===== src/rtl/histogram_peak_range_picker_assert.svh =====
// Assertion macros shared by the histogram peak range picker RTL.
`ifndef HISTOGRAM_PEAK_RANGE_PICKER_ASSERT_SVH
`define HISTOGRAM_PEAK_RANGE_PICKER_ASSERT_SVH

// Same-cycle implication, checked on every rising clock edge outside reset.
`define HPPR_ASSERT_NOW(lbl, ante, cons, msg) \
    lbl: assert property (@(posedge clk) disable iff (!rst_n) (ante) |-> (cons)) else $error(msg);

// Next-cycle implication, checked on every rising clock edge outside reset.
`define HPPR_ASSERT_NEXT(lbl, ante, cons, msg) \
    lbl: assert property (@(posedge clk) disable iff (!rst_n) (ante) |=> (cons)) else $error(msg);

`endif


===== src/rtl/hppr_pkg.sv =====
// Shared constants, types and band tables of the histogram peak range picker.
package hppr_pkg;

    localparam int COUNT_BITS   = 20;
    localparam int COL_BITS     = 11;
    localparam int BIN_BITS     = 8;
    localparam int NUM_BINS     = 1 << BIN_BITS;
    localparam int SUM_BITS     = COUNT_BITS + 7;
    localparam int JUDGE_BITS   = SUM_BITS + 5;
    localparam int THR_BITS     = COUNT_BITS + 5;
    localparam int CFG_IDX_BITS = 1;

    localparam logic [COUNT_BITS-1:0] COUNT_MAX = {COUNT_BITS{1'b1}};

    localparam logic [CFG_IDX_BITS-1:0] REG_CROP_COL_LOW  = CFG_IDX_BITS'(0);
    localparam logic [CFG_IDX_BITS-1:0] REG_CROP_COL_HIGH = CFG_IDX_BITS'(1);

    localparam logic [COL_BITS-1:0] CROP_COL_LOW_RESET  = COL_BITS'(150);
    localparam logic [COL_BITS-1:0] CROP_COL_HIGH_RESET = COL_BITS'(489);

    localparam logic [BIN_BITS-1:0] BIN_LAST = BIN_BITS'(255);
    localparam logic [BIN_BITS-1:0] UP_END   = BIN_BITS'(255);
    localparam logic [BIN_BITS-1:0] DOWN_END = BIN_BITS'(1);

    localparam int PEAK_DIV       = 20;
    localparam int KEPT_DIV_HIGH  = 10;
    localparam int KEPT_DIV_MID   = 20;
    localparam int THR_DIV        = 10;
    localparam int MISS_LIMIT     = 3;

    typedef enum logic [1:0] {
        BAND_HIGH,
        BAND_MID,
        BAND_LOW
    } band_t;

    // Command from the scan sequencer to the histogram memory.
    typedef struct packed {
        logic                rd_en;
        logic                clr_en;
        logic [BIN_BITS-1:0] addr;
    } mem_cmd_t;

    function automatic logic [BIN_BITS-1:0] band_top(input band_t band);
        logic [BIN_BITS-1:0] result;
        unique case (band)
            BAND_HIGH: result = BIN_BITS'(255);
            BAND_MID:  result = BIN_BITS'(200);
            BAND_LOW:  result = BIN_BITS'(100);
            default:   result = BIN_BITS'(100);
        endcase
        return result;
    endfunction

    function automatic logic [BIN_BITS-1:0] band_bottom(input band_t band);
        logic [BIN_BITS-1:0] result;
        unique case (band)
            BAND_HIGH: result = BIN_BITS'(201);
            BAND_MID:  result = BIN_BITS'(101);
            BAND_LOW:  result = BIN_BITS'(51);
            default:   result = BIN_BITS'(51);
        endcase
        return result;
    endfunction

endpackage


===== src/rtl/hppr_scan.sv =====
// Frame-end sequencer: band peak search, range widening, result register and clearing sweep.
module hppr_scan
    import hppr_pkg::*;
(
    input  logic                  clk,
    input  logic                  rst_n,
    input  logic                  start,
    input  logic [COUNT_BITS-1:0] rd_data,
    input  logic [COUNT_BITS-1:0] kept_count,
    output mem_cmd_t              cmd,
    output logic                  idle,
    output logic                  out_valid,
    input  logic                  out_ready,
    output logic [BIN_BITS-1:0]   peak_value,
    output logic [BIN_BITS-1:0]   range_low,
    output logic [BIN_BITS-1:0]   range_high,
    output logic                  range_ok
);

    typedef enum logic [2:0] {
        S_IDLE,
        S_DRAIN,
        S_BAND,
        S_JUDGE,
        S_UP,
        S_DOWN,
        S_EMIT,
        S_CLEAR
    } state_t;

    state_t                state_reg;
    band_t                 band_reg;
    logic [BIN_BITS-1:0]   addr_reg;
    logic [BIN_BITS-1:0]   end_reg;
    logic                  issue_on_reg;
    logic                  ret_valid_reg;
    logic [BIN_BITS-1:0]   ret_idx_reg;
    logic                  ret_last_reg;
    logic [SUM_BITS-1:0]   sum_reg;
    logic [COUNT_BITS-1:0] best_reg;
    logic [BIN_BITS-1:0]   idx_reg;
    logic [BIN_BITS-1:0]   peak_reg;
    logic [COUNT_BITS-1:0] peak_cnt_reg;
    logic [2:0]            misses_reg;
    logic [BIN_BITS-1:0]   upper_reg;
    logic [BIN_BITS-1:0]   lower_reg;
    logic                  out_valid_reg;
    logic [BIN_BITS-1:0]   peak_out_reg;
    logic [BIN_BITS-1:0]   low_out_reg;
    logic [BIN_BITS-1:0]   high_out_reg;
    logic                  ok_out_reg;

    logic                  sweeping;
    logic                  rd_en;
    logic                  miss;
    logic [2:0]            misses_next;
    logic                  stop_now;
    logic [BIN_BITS-1:0]   addr_step;
    logic [SUM_BITS-1:0]   sum_next;
    logic [JUDGE_BITS-1:0] kept_div;
    logic                  weak_band;
    logic                  slot_free;

    always_comb
    begin
        sweeping    = (state_reg == S_BAND) || (state_reg == S_UP) || (state_reg == S_DOWN);
        // A bin is weak when it lies below a tenth of the peak count.
        miss        = THR_BITS'(peak_cnt_reg) >=
                      (THR_BITS'(rd_data) + THR_BITS'(1)) * THR_BITS'(THR_DIV);
        misses_next = misses_reg + 3'(miss);
        stop_now    = ((state_reg == S_UP) || (state_reg == S_DOWN)) && ret_valid_reg &&
                      ((misses_next > 3'(MISS_LIMIT)) || ret_last_reg);
        rd_en       = sweeping && issue_on_reg && !stop_now;
        addr_step   = (state_reg == S_UP) ? addr_reg + BIN_BITS'(1)
                                          : addr_reg - BIN_BITS'(1);
        sum_next    = sum_reg + SUM_BITS'(rd_data);
        kept_div    = (band_reg == BAND_HIGH) ? JUDGE_BITS'(KEPT_DIV_HIGH)
                                              : JUDGE_BITS'(KEPT_DIV_MID);
        // Floor divisions rewritten as products: best < sum/20 and sum < kept/k.
        weak_band   = (JUDGE_BITS'(sum_reg) >=
                       (JUDGE_BITS'(best_reg) + JUDGE_BITS'(1)) * JUDGE_BITS'(PEAK_DIV)) ||
                      (JUDGE_BITS'(kept_count) >=
                       (JUDGE_BITS'(sum_reg) + JUDGE_BITS'(1)) * kept_div);
        slot_free   = !out_valid_reg || out_ready;
    end

    always_ff @(posedge clk or negedge rst_n)
    begin
        if (!rst_n)
        begin
            state_reg     <= S_CLEAR;
            band_reg      <= BAND_HIGH;
            addr_reg      <= '0;
            end_reg       <= '0;
            issue_on_reg  <= 1'b0;
            ret_valid_reg <= 1'b0;
            ret_idx_reg   <= '0;
            ret_last_reg  <= 1'b0;
            sum_reg       <= '0;
            best_reg      <= '0;
            idx_reg       <= '0;
            peak_reg      <= '0;
            peak_cnt_reg  <= '0;
            misses_reg    <= '0;
            upper_reg     <= '0;
            lower_reg     <= '0;
            out_valid_reg <= 1'b0;
            peak_out_reg  <= '0;
            low_out_reg   <= '0;
            high_out_reg  <= '0;
            ok_out_reg    <= 1'b0;
        end
        else
        begin
            ret_valid_reg <= rd_en;
            if (rd_en)
            begin
                addr_reg     <= addr_step;
                ret_idx_reg  <= addr_reg;
                ret_last_reg <= (addr_reg == end_reg);
                if (addr_reg == end_reg)
                begin
                    issue_on_reg <= 1'b0;
                end
            end

            // The emit state reloads the output register on its own.
            if (out_valid_reg && out_ready && (state_reg != S_EMIT))
            begin
                out_valid_reg <= 1'b0;
            end

            unique case (state_reg)
                S_IDLE:
                begin
                    if (start)
                    begin
                        state_reg <= S_DRAIN;
                    end
                end
                S_DRAIN:
                begin
                    // The frame's last count lands in memory during this cycle.
                    band_reg     <= BAND_HIGH;
                    addr_reg     <= band_top(BAND_HIGH);
                    end_reg      <= band_bottom(BAND_HIGH);
                    issue_on_reg <= 1'b1;
                    sum_reg      <= '0;
                    best_reg     <= '0;
                    idx_reg      <= band_top(BAND_HIGH);
                    state_reg    <= S_BAND;
                end
                S_BAND:
                begin
                    if (ret_valid_reg)
                    begin
                        sum_reg <= sum_next;
                        if (rd_data > best_reg)
                        begin
                            best_reg <= rd_data;
                            idx_reg  <= ret_idx_reg;
                        end
                        if (ret_last_reg)
                        begin
                            state_reg <= S_JUDGE;
                        end
                    end
                end
                S_JUDGE:
                begin
                    if ((band_reg != BAND_LOW) && weak_band)
                    begin
                        band_reg     <= band_t'(band_reg + 2'd1);
                        addr_reg     <= band_top(band_t'(band_reg + 2'd1));
                        end_reg      <= band_bottom(band_t'(band_reg + 2'd1));
                        issue_on_reg <= 1'b1;
                        sum_reg      <= '0;
                        best_reg     <= '0;
                        idx_reg      <= band_top(band_t'(band_reg + 2'd1));
                        state_reg    <= S_BAND;
                    end
                    else
                    begin
                        peak_reg     <= idx_reg;
                        peak_cnt_reg <= best_reg;
                        upper_reg    <= idx_reg;
                        lower_reg    <= idx_reg;
                        misses_reg   <= '0;
                        addr_reg     <= idx_reg;
                        end_reg      <= UP_END;
                        issue_on_reg <= 1'b1;
                        state_reg    <= S_UP;
                    end
                end
                S_UP:
                begin
                    if (ret_valid_reg && !miss)
                    begin
                        upper_reg <= ret_idx_reg;
                    end
                    if (stop_now)
                    begin
                        misses_reg   <= '0;
                        addr_reg     <= peak_reg;
                        end_reg      <= DOWN_END;
                        issue_on_reg <= 1'b1;
                        state_reg    <= S_DOWN;
                    end
                    else if (ret_valid_reg)
                    begin
                        misses_reg <= misses_next;
                    end
                end
                S_DOWN:
                begin
                    if (ret_valid_reg)
                    begin
                        misses_reg <= misses_next;
                        if (!miss)
                        begin
                            lower_reg <= ret_idx_reg;
                        end
                    end
                    if (stop_now)
                    begin
                        issue_on_reg <= 1'b0;
                        state_reg    <= S_EMIT;
                    end
                end
                S_EMIT:
                begin
                    if (slot_free)
                    begin
                        out_valid_reg <= 1'b1;
                        peak_out_reg  <= peak_reg;
                        low_out_reg   <= lower_reg;
                        high_out_reg  <= upper_reg;
                        ok_out_reg    <= (upper_reg != lower_reg) && (upper_reg != peak_reg);
                        addr_reg      <= '0;
                        state_reg     <= S_CLEAR;
                    end
                end
                S_CLEAR:
                begin
                    addr_reg <= addr_reg + BIN_BITS'(1);
                    if (addr_reg == BIN_LAST)
                    begin
                        state_reg <= S_IDLE;
                    end
                end
                default:
                begin
                    state_reg <= S_CLEAR;
                end
            endcase
        end
    end

    assign cmd.rd_en  = rd_en;
    assign cmd.clr_en = (state_reg == S_CLEAR);
    assign cmd.addr   = addr_reg;

    assign idle       = (state_reg == S_IDLE);
    assign out_valid  = out_valid_reg;
    assign peak_value = peak_out_reg;
    assign range_low  = low_out_reg;
    assign range_high = high_out_reg;
    assign range_ok   = ok_out_reg;

endmodule


===== config.mk =====
export PLATFORM = sky130hd
export DESIGN_NAME = hppr_scan
export DESIGN_NICKNAME = d
export VERILOG_FILES = /design/src/rtl/histogram_peak_range_picker_assert.svh /design/src/rtl/hppr_pkg.sv /design/src/rtl/hppr_scan.sv
export SDC_FILE = /design/constraint.sdc
export NUM_CORES = 1
export LEC_CHECK = 0
export BUFFER_PORTS_ARGS = -buffer_cell sky130_fd_sc_hd__buf_2
export CELL_PAD_IN_SITES_DETAIL_PLACEMENT = 1
export CELL_PAD_IN_SITES_GLOBAL_PLACEMENT = 1
export CORE_MARGIN = 2
export CORE_UTILIZATION = 54
export CTS_BUF_LIST = sky130_fd_sc_hd__clkbuf_2
export CTS_CLUSTER_SIZE = 28
export DETAILED_ROUTE_END_ITERATION = 10
export HOLD_SLACK_MARGIN = 0.02
export PLACE_DENSITY_LB_ADDON = 0.1
export RECOVER_POWER = 25
export SLEW_MARGIN = 15
export SYNTH_ARGS = -nofsm -noshare
export SYNTH_HDL_FRONTEND = slang
export SYNTH_SLANG_ARGS = --single-unit

===== constraint.sdc =====
create_clock -name clk -period 15.8 [get_ports clk]
set_input_delay 0.79 -clock clk [delete_from_list [all_inputs] [get_ports clk]]
set_output_delay 0.79 -clock clk [all_outputs]
set_load 0.03 [all_outputs]

Yosys cells after proc, flatten, opt, wreduce, memory -nomap -nowiden
Cells that the tools add are included.

storage, ports and cells
  register bits = 160
  output and inout bits = 37
  bits of input ports = 44
  logic and storage cells = 155

cells by class
  reductions and logical operators = 39
  bitwise operators = 1
  $mul = 3
  mux-type cells = 51
  add/subtract/negate cells = 8
  order comparisons = 5
  eq/ne operators = 27

operators with widths
  operator                 number
  $mux W8                  13
  $pmux W27 S3             1
  $pmux W8 S2              4
  $mux W20                 3
  $pmux W20 S3             1
  $mux W27                 2
  $mul A21 B3 Y24 const B  2
  $pmux W8 S3              2
  $add A20 B1 Y21 const B  2
  $pmux W8 S5              1
  $mux W3                  11
  $ge A20 B32 Y1           1
  $mul A28 B5 Y32          1
  $add A27 B1 Y28 const B  1
  $add A27 B20 Y27         1
  $ge A27 B26 Y1           1
  $ge A20 B25 Y1           1
  $pmux W3 S8              1
  $ne A2 B2 Y1 const B     11
  $gt A20 B20 Y1           1
  $ne A8 B8 Y1             2
  $eq A3 B3 Y1 const B     4
  $reduce_and A2 Y1        5
  $logic_and A1 B1 Y1      9
  29 further kinds         53

Depth between registers and ports, before layout
Gate-level depths: netlist of the first run.

  depth after elaboration = 12
  mapped depth = 37

Worst setup path before layout of the first run
No wires, ideal clock.

  kind = reg2reg
  from = register sum_reg[2]
  to = register lower_reg[0]
  clock period less this slack = 7.275 ns
  library setup time = 0.125 ns
  slack = 8.525 ns
  cell stages (with the launch flop) = 34
  required time = 15.675 ns
  path buffers = 3
  arrival = 7.150 ns
  cell sequence = dfrtp_1 -> and3_1 -> nand3_1 -> inv_1 -> and3_1 -> nand2_1 -> or3_1 -> xor2_1 -> nor2_1 -> or2_2 -> ha_1 -> fa_1 -> ha_1 -> ha_1 -> clkbuf_1 -> nand3_1 -> a211oi_1 -> a22oi_1 -> nand2_1 -> a21oi_1 -> xnor2_1 -> ha_1 -> o2111ai_1 -> a221o_1 -> or4_1 -> o22ai_1 -> nand4b_1 -> a2111oi_0 -> and4_1 -> buf_6 -> o31a_1 -> buf_6 -> a21boi_4 -> mux2_4

on the way
  word-level cells in the longest chain between the ends = 7

ends and longest elaborated chain
  what                           line              source
  from (decl)                    hppr_scan.sv:39   logic [SUM_BITS-1:0] sum_reg;
  from (signal assigned)         hppr_scan.sv:157  sum_reg <= sum_next;
  $add A27 B1 Y28                hppr_scan.sv:83   (JUDGE_BITS'(sum_reg) + JUDGE_BITS'(1)) * kept_div);
  $mul A28 B5 Y32                hppr_scan.sv:83
  $ge A20 B32 Y1                 hppr_scan.sv:82   (JUDGE_BITS'(kept_count) >=
  $logic_or A1 B1 Y1 *           hppr_scan.sv:81   (JUDGE_BITS'(best_reg) + JUDGE_BITS'(1)) * JUDGE_BITS'(PEAK_DIV)) ||
  $logic_and A1 B1 Y1 *          hppr_scan.sv:171  if ((band_reg != BAND_LOW) && weak_band)
  $ne A2 B2 Y1 (no line) *       -
  $reduce_and A4 Y1 (no line) *  -
  to (signal assigned)           hppr_scan.sv:187  lower_reg <= idx_reg;
  to (signal assigned)           hppr_scan.sv:221  lower_reg <= ret_idx_reg;
  to (decl)                      hppr_scan.sv:46   logic [BIN_BITS-1:0] lower_reg;

Every way passes the cells marked *; elsewhere a longest branch is shown, timed or not.
A chain may end at the register's enable or synchronous reset.

Worst setup path after layout of the first run
  from = register sum_reg[2]
  to = register best_reg[19]

on the way
  word-level cells in the longest chain between the ends = 7

ends and longest elaborated chain
  what                           line              source
  $add A27 B1 Y28                hppr_scan.sv:83
  $mul A28 B5 Y32                hppr_scan.sv:83
  $ge A20 B32 Y1                 hppr_scan.sv:82
  $logic_or A1 B1 Y1 *           hppr_scan.sv:81
  $logic_and A1 B1 Y1 *          hppr_scan.sv:171
  $ne A2 B2 Y1 (no line) *       -
  $reduce_and A4 Y1 (no line) *  -
  to (signal assigned)           hppr_scan.sv:160  best_reg <= rd_data;
  to (decl)                      hppr_scan.sv:40   logic [COUNT_BITS-1:0] best_reg;

Marks and branches as above.

==> summary.md, run 1 <==
| Metric | Value |
|---|---|
| Status | finished, violations left |
| Failing checks | capacitance limit, slew limit |
| Clock Latency Late Sink | 0.84 ns |
| Finished Core Util | 57.7% |
| DRC | 0 |
| Top post-synthesis cells by count | ha_1, nand2_1, dfrtp_1 |
| # resized after CTS | 0 |
| Reg power frac | 26.3% |
| Min-delay src | start |
| Hpwl dp | 37.5 mm |
| GRT Total Usage | 29.3% |
| Setup violators final | 0 |
| GRT overflow | 0 |
| Final Cycle Share | 60.4% |
| RSZ-0062 raised after global routing | no |
| Max-slew violations | 163 |
| Mapped cell area | 16,700 um^2 |
| Required time worst endpoint | 16.54 ns |
| I/O Buffers | 80 |
| Pin count of the biggest net entering global routing | 67 |
| TritonCTS clock tree | done |
| Final instance area | 17,600 um^2 |
| Crit start category | flop |
| Initial Util | 54.8% |
| Std-Cell Core Area | 30,600 um^2 |
| Top cell type's share of synthesized area | 23.2% |
| Routed wire length | 46.4 mm |
| Vias per inst | 6.08 |
| Fin crit period | 9.55 ns |
| Post-detailed-placement cell area | 17,400 um^2 |
| Fmax | 105 MHz |
| Pint | 1470 uW |
| Final #Nets | 2,282 |
| Worst Hold Depth | 3 |
| Die area | 32,400 um^2 |
| Pleak | 0.00878 uW |
| Worst-margin pin slew | 3.21 ns |
| Row count | 64 |
| FF+latch count, synth | 158 |
| Worst Hold Path EP | state_reg[0]$_DFFE_PN1P_ |
| Layout cells sized above 1 | 11.8% |
| Top cells by area, synth | dfrtp_1, ha_1, xnor2_1, nand2_1, xor2_1 |
| Sw frac | 52.4% |
| CP bufs+invs | 2 |
| Most common cell in the synthesized netlist | ha_1 |
| Drt first pass iters | 5 |
| Cells after synthesis | 1,910 |
| Post-route ant nets | 0 |
| Initial DRC Count | 622 |
| Setup_tns | 0 ns |
| Die Span X | 180 um |
| Root buffer cell | clkbuf_2 |
| Die Span Y | 180 um |
| Number of synthesized flops with an enable pin | 0 |
| Sequential share of the synthesized area | 23.6% |
| Hold Crit Class | input pin to flop |
| Logic pwr share | 65.6% |
| Global-route wire length before repair | 78.4 mm |
| # H-tree levels | 4 |
| Slew headroom | -114% |
| Worst R2R Start | sum_reg[2]$_DFFE_PN0P_ |
| Crit Path Category | flop to flop |
| Predominant post-synthesis flop cell | dfrtp_1 |
| Initial antenna violation count | 1 |
| CP max stage delay | 0.64 ns |
| Crit-path leading delay family | simple AND/OR/NAND/NOR gates |
| Worst Path Max Fanout | 66 |
| Switching Power | 1610 uW |
| Worst VDD drop | 0.123 mV |
| Vias in the first global route | 15,600 |
| Total CTS buffers | 17 |
| Clock transition at path regs | 0.32 ns |
| Drt wl/cell | 19.8 um |
| Synth unique cells | 77 |
| Clock Power Share | 8.1% |
| Final Hold Fails | 0 |
| Synth area leader | dfrtp_1 |
| Final GP Congestion | 0.855 |
| Routed via count | 14,300 |
| Cell mode on critical path | ha_1 |
| Max reg flops | 27 |
| Io pins | 81 |
| Final non-filler cell total | 2,347 |
| CTS Buffer Depth | 2 |
| Worst Setup End Kind | flop |
| Synth async-reset ratio | 100% |
| Layout overhead on the synthesized area | 5.30% |
| Crit path DAT | 10.29 ns |
| CP startpoint | sum_reg[2]$_DFFE_PN0P_ |
| Reg-to-reg setup timing slack | 6.25 ns |
| Num Clock Sinks | 158 |
| Maxcap violations | 3 |
| Syn Nets | 2,255 |
| Critical-path top delay cell | dfrtp_1 |
| Setup Skew | 0.0583 ns |
| Reg2reg end | best_reg[19]$_DFFE_PN0P_ |
| Placed insts | 2,313 |
| Hold Slack | 0.145 ns |
| Power Dens Cells | 175 nW/um^2 |
| R2R depth | 30 |
| Mapped Avg Cell Area | 8.77 um^2 |
| Synthesis warning total | 0 |
-- cells by family after synthesis --
family	count (synthesis)	synth area share (%)
AND/OR/NAND/NOR	608	17.6
AO/OA/AOI/OAI	415	16.0
adder cells (fa/ha/maj)	301	23.8
buffers and inverters	179	4.29
XOR/XNOR	166	8.68
flip-flops	158	23.6
multiplexers	81	5.92
other	2	0.0448
-- per-stage QoR --
| stage | power, uW | worst slack, ns |
|---|---|---|
| CTS | 3090 | 6.33 |
| global route | 3370 | 5.74 |
| floorplan | 2280 | 8.52 |
| finish | 3080 | 6.25 |
| global placement | 2700 | 6.57 |
| detailed placement | 2820 | 6.33 |
-- worst max-delay path by stage --
| stage | end | slack, ns | cells past startpoint |
|---|---|---|---|
| 6_report | best_reg[19]$_DFFE_PN0P_ | 6.25 | 30 |
| 5_1_grt | best_reg[0]$_DFFE_PN0P_ | 5.74 | 30 |
| 4_1_cts | best_reg[19]$_DFFE_PN0P_ | 6.33 | 30 |
| 3_5_place_dp | best_reg[0]$_DFFE_PN0P_ | 6.33 | 30 |
| 3_3_place_gp | best_reg[0]$_DFFE_PN0P_ | 6.57 | 30 |
| 2_1_floorplan | lower_reg[0]$_DFFE_PN0P_ | 8.52 | 33 |
-- worst min-delay path, cell delays in order --
cell,delay (ns)
buf_2,0.09
inv_1,0.05
a2111oi_0,0.10
-- timing repair --
| action | CTS | global route |
|---|---|---|
| hold buffers | 1 | 0 |
| endpoints found under the setup margin | 0 | 0 |
| endpoints found under the hold margin | 40 | 0 |
| setup buffers | 0 | 0 |
-- power groups by stage --
| stage | Sequential, uW | Clock [uW] | Combinational [uW] |
|---|---|---|---|
| finish | 811 | 248 | 2020 |
| global route | 834 | 270 | 2270 |
| floorplan | 780 | 0 | 1500 |
| detailed placement | 812 | 0 | 2010 |
| global placement | 799 | 0 | 1900 |
| CTS | 804 | 253 | 2030 |
-- final cells by class --
class | count | area, um^2
clock inverters | 15 | 185
fillers | 3678 | 13000
diodes | 1 | 2.50
well taps | 396 | 495
flip-flops and latches | 158 | 3960
clock buffers | 17 | 85.1
inverters | 97 | 364
multi-input cells | 1573 | 12100
repair buffers | 90 | 469
-- per-layer routing --
layer	part of all wire, %	vias to the layer above	track usage (%)
li1	-	6872	-
met1	46	7100	37.7
met2	49	230	52.0
met3	2.6	70	2.85
met4	2.4	0	8.77
met5	0	-	0
-- layout by cell type, fill, tap and decap left out, types with 7 or more instances in the layout --
cell / instances
ha_1: 272
nand2_1: 177
dfrtp_1: 155
nor2_1: 152
a21oi_1: 115
o21ai_0: 98
inv_1: 96
xnor2_1: 91
buf_2: 79
xor2_1: 75
nand3_1: 60
mux2_2: 45
nor3_1: 35
a21o_1: 35
fa_1: 29
or2_2: 28
and3_1: 26
mux2_4: 24
nand4_1: 22
nor2b_1: 22
a211oi_1: 20
a22o_1: 20
clkbuf_2: 17
nand2b_1: 16
a31oi_1: 15
and2_1: 14
or3_1: 12
o211ai_1: 12
o21a_1: 12
nor4_1: 11
o21bai_1: 10
nor3b_1: 8
mux2i_1: 8
and4_1: 7
o22ai_1: 7
buf_4: 7
Power figures use the tool's default switching activity.
==> run 2: changes to the inputs <==
- CORE_UTILIZATION: 54 -> 45
- clock period: 15.8 -> 7.8 ns (I/O delays scaled with it)
==> run 2 against run 1 <==
  * The flow still finishes with violations (capacitance limit, slew limit)
  * Worst setup slack got worse by 5.9 ns
  * Via count hardly changed
  * Register-to-register slack worse by 5.9 ns
  * Global-route usage shrank 4.6 points
  * Combinational power rose by 110%
  * Sequential share of layout area fell by 0.85 points
  * Core utilization is 7.6 points lower
  * Cell count up 5.6%
  * Critical path type unchanged
  * Largest power group unchanged
==> summary.md, run 2 (synthesized netlist as in run 1, its figures left out) <==
| Metric | Value |
|---|---|
| Clock Latency Late Sink | 0.86 ns |
| Std-Cell Core Area | 36,600 um^2 |
| Drt first pass iters | 5 |
| RSZ-0062 raised after global routing | no |
| TritonCTS clock tree | done |
| R2R depth | 25 |
| Io pins | 81 |
| Worst Hold Depth | 4 |
| Worst Setup End Kind | flop |
| Hpwl dp | 37.4 mm |
| GRT Total Usage | 24.7% |
| Die area | 38,800 um^2 |
| Initial antenna violation count | 1 |
| Pin count of the biggest net entering global routing | 61 |
| Commonest non-fill, non-tap cells in the layout | ha_1, nand2_1, dfrtp_1 |
| Routed via count | 14,300 |
| Vias in the first global route | 15,400 |
| Max-slew violations | 119 |
| Fin crit period | 7.45 ns |
| Crit path DAT | 8.23 ns |
| Reg-to-reg setup timing slack | 0.35 ns |
| Initial Util | 45.7% |
| Worst VDD drop | 0.230 mV |
| Worst Path Max Fanout | 11 |
| Initial DRC Count | 648 |
| Power Dens Cells | 347 nW/um^2 |
| GRT overflow | 0 |
| Global-route wire length before repair | 77.6 mm |
| Final GP Congestion | 0.867 |
| Crit start category | flop |
| Root buffer cell | clkbuf_2 |
| Max reg flops | 27 |
| Maxcap violations | 2 |
| Routed wire length | 46.4 mm |
| Num Clock Sinks | 158 |
| Setup ws final | 0.349 ns |
| Layout overhead on the synthesized area | 9.44% |
| Die Span Y | 197 um |
| Failing checks | capacitance limit, slew limit |
| Post-route ant nets | 0 |
| Layout cells sized above 1 | 14.1% |
| Final #Nets | 2,341 |
| Fmax | 134 MHz |
| Setup violators final | 0 |
| Row count | 70 |
| Setup Skew | 0.0701 ns |
| Design Power | 6370 uW |
| Drt wl/cell | 18.7 um |
| I/O Buffers | 80 |
| Clock transition at path regs | 0.33 ns |
| Reg2reg end | upper_reg[5]$_DFFE_PN0P_ |
| Vias per inst | 5.76 |
| Total CTS buffers | 17 |
| Worst R2R Start | band_reg[0]$_DFFE_PN0P_ |
| Slew headroom | -130% |
| Worst-margin pin slew | 3.45 ns |
| CTS Buffer Depth | 2 |
| Pleak | 0.00908 uW |
| Required time worst endpoint | 8.58 ns |
| Crit Path Category | flop to flop |
| Hold Crit Class | input pin to flop |
| Final Cycle Share | 95.5% |
| Most common cell after layout, fill and taps aside | ha_1 |
| Final Hold Fails | 0 |
| Status | finished, violations left |
| Worst Hold Path EP | state_reg[0]$_DFFE_PN1P_ |
| DRC | 0 |
| Min-delay src | start |
| # H-tree levels | 4 |
| Dpl ws | -0.110 ns |
| Die Span X | 197 um |
## run 2: report_power, final
part / switching (uW) / leakage, uW / internal, uW
sequential: 458 / 0.00196 / 1160
clock: 395 / 0.000151 / 113
combinational: 2400 / 0.00697 / 1840
## run 2: worst max path at each step
stage | depth (start not counted) | startpoint | endpoint | slack, ns
after CTS | 29 | sum_reg[4]$_DFFE_PN0P_ | sum_reg[10]$_DFFE_PN0P_ | 0.01
final | 25 | band_reg[0]$_DFFE_PN0P_ | upper_reg[5]$_DFFE_PN0P_ | 0.35
after global placement | 29 | sum_reg[4]$_DFFE_PN0P_ | sum_reg[3]$_DFFE_PN0P_ | 0.1
after global routing | 34 | rd_data[1] | cmd[9] | 0.01
after detailed placement | 31 | sum_reg[4]$_DFFE_PN0P_ | misses_reg[1]$_DFFE_PN0P_ | -0.11
after floorplan | 33 | sum_reg[2]$_DFFE_PN0P_ | lower_reg[0]$_DFFE_PN0P_ | 0.52
## run 2: stage by stage
| stage | instances | instance area, um^2 | hold slack (ns) | utilization, % | TNS [ns] |
|---|---|---|---|---|---|
| after CTS | 2468 | 18200 | 0.0386 | 49.6 | 0 |
| after floorplan | 1910 | 16700 | 0.0944 | - | 0 |
| final | 2478 | 18300 | 0.278 | 50.1 | 0 |
| after global routing | 2478 | 18300 | 0.255 | 50.1 | 0 |
| after global placement | 2413 | 17700 | 0.407 | 48.3 | 0 |
| after detailed placement | 2413 | 17700 | 0.414 | 48.3 | -4.80 |
## run 2: final cells by class
cell class	instances	area [um^2]
fillers	4349	18300
clock buffers	17	85.1
multi-input cells	1574	12200
inverters	97	364
repair buffers	148	990
diodes	1	2.50
clock inverters	15	186
well taps	468	586
flip-flops and latches	158	3960
## run 2: per-layer routing
layer,track usage [%],share of wire [%],vias up
li1,-,-,6985
met1,32.6,47,7060
met2,44.0,49,199
met3,2.28,2.4,38
met4,5.12,1.3,0
met5,0,0,-
## run 2: repair_timing
item | in CTS | in global routing
endpoints found under the hold margin | 81 | 0
endpoints found under the setup margin | 77 | 100
hold buffers | 23 | 0
resized for setup | 4 | 23
pin swaps | 1 | 2
setup buffers | 0 | 8
cloned | 0 | 1
## run 2: worst max-delay path, cell delays in order, from the launching register on
cell	delay, ns
dfrtp_1	0.47
inv_1	0.11
ha_1	0.31
buf_4	0.23
nor2_1	0.08
or2_2	0.31
ha_1	0.31
fa_1	0.46
ha_1	0.31
ha_1	0.36
o21ai_0	0.47
a211oi_1	0.16
a221oi_1	0.48
xor2_1	0.13
ha_1	0.30
o2111ai_1	0.13
a221o_1	0.38
or4_1	0.40
o22ai_1	0.16
nand4b_1	0.14
a2111oi_2	0.34
and4_4	0.36
o31a_4	0.23
a21boi_4	0.23
buf_4	0.19
mux2_4	0.30
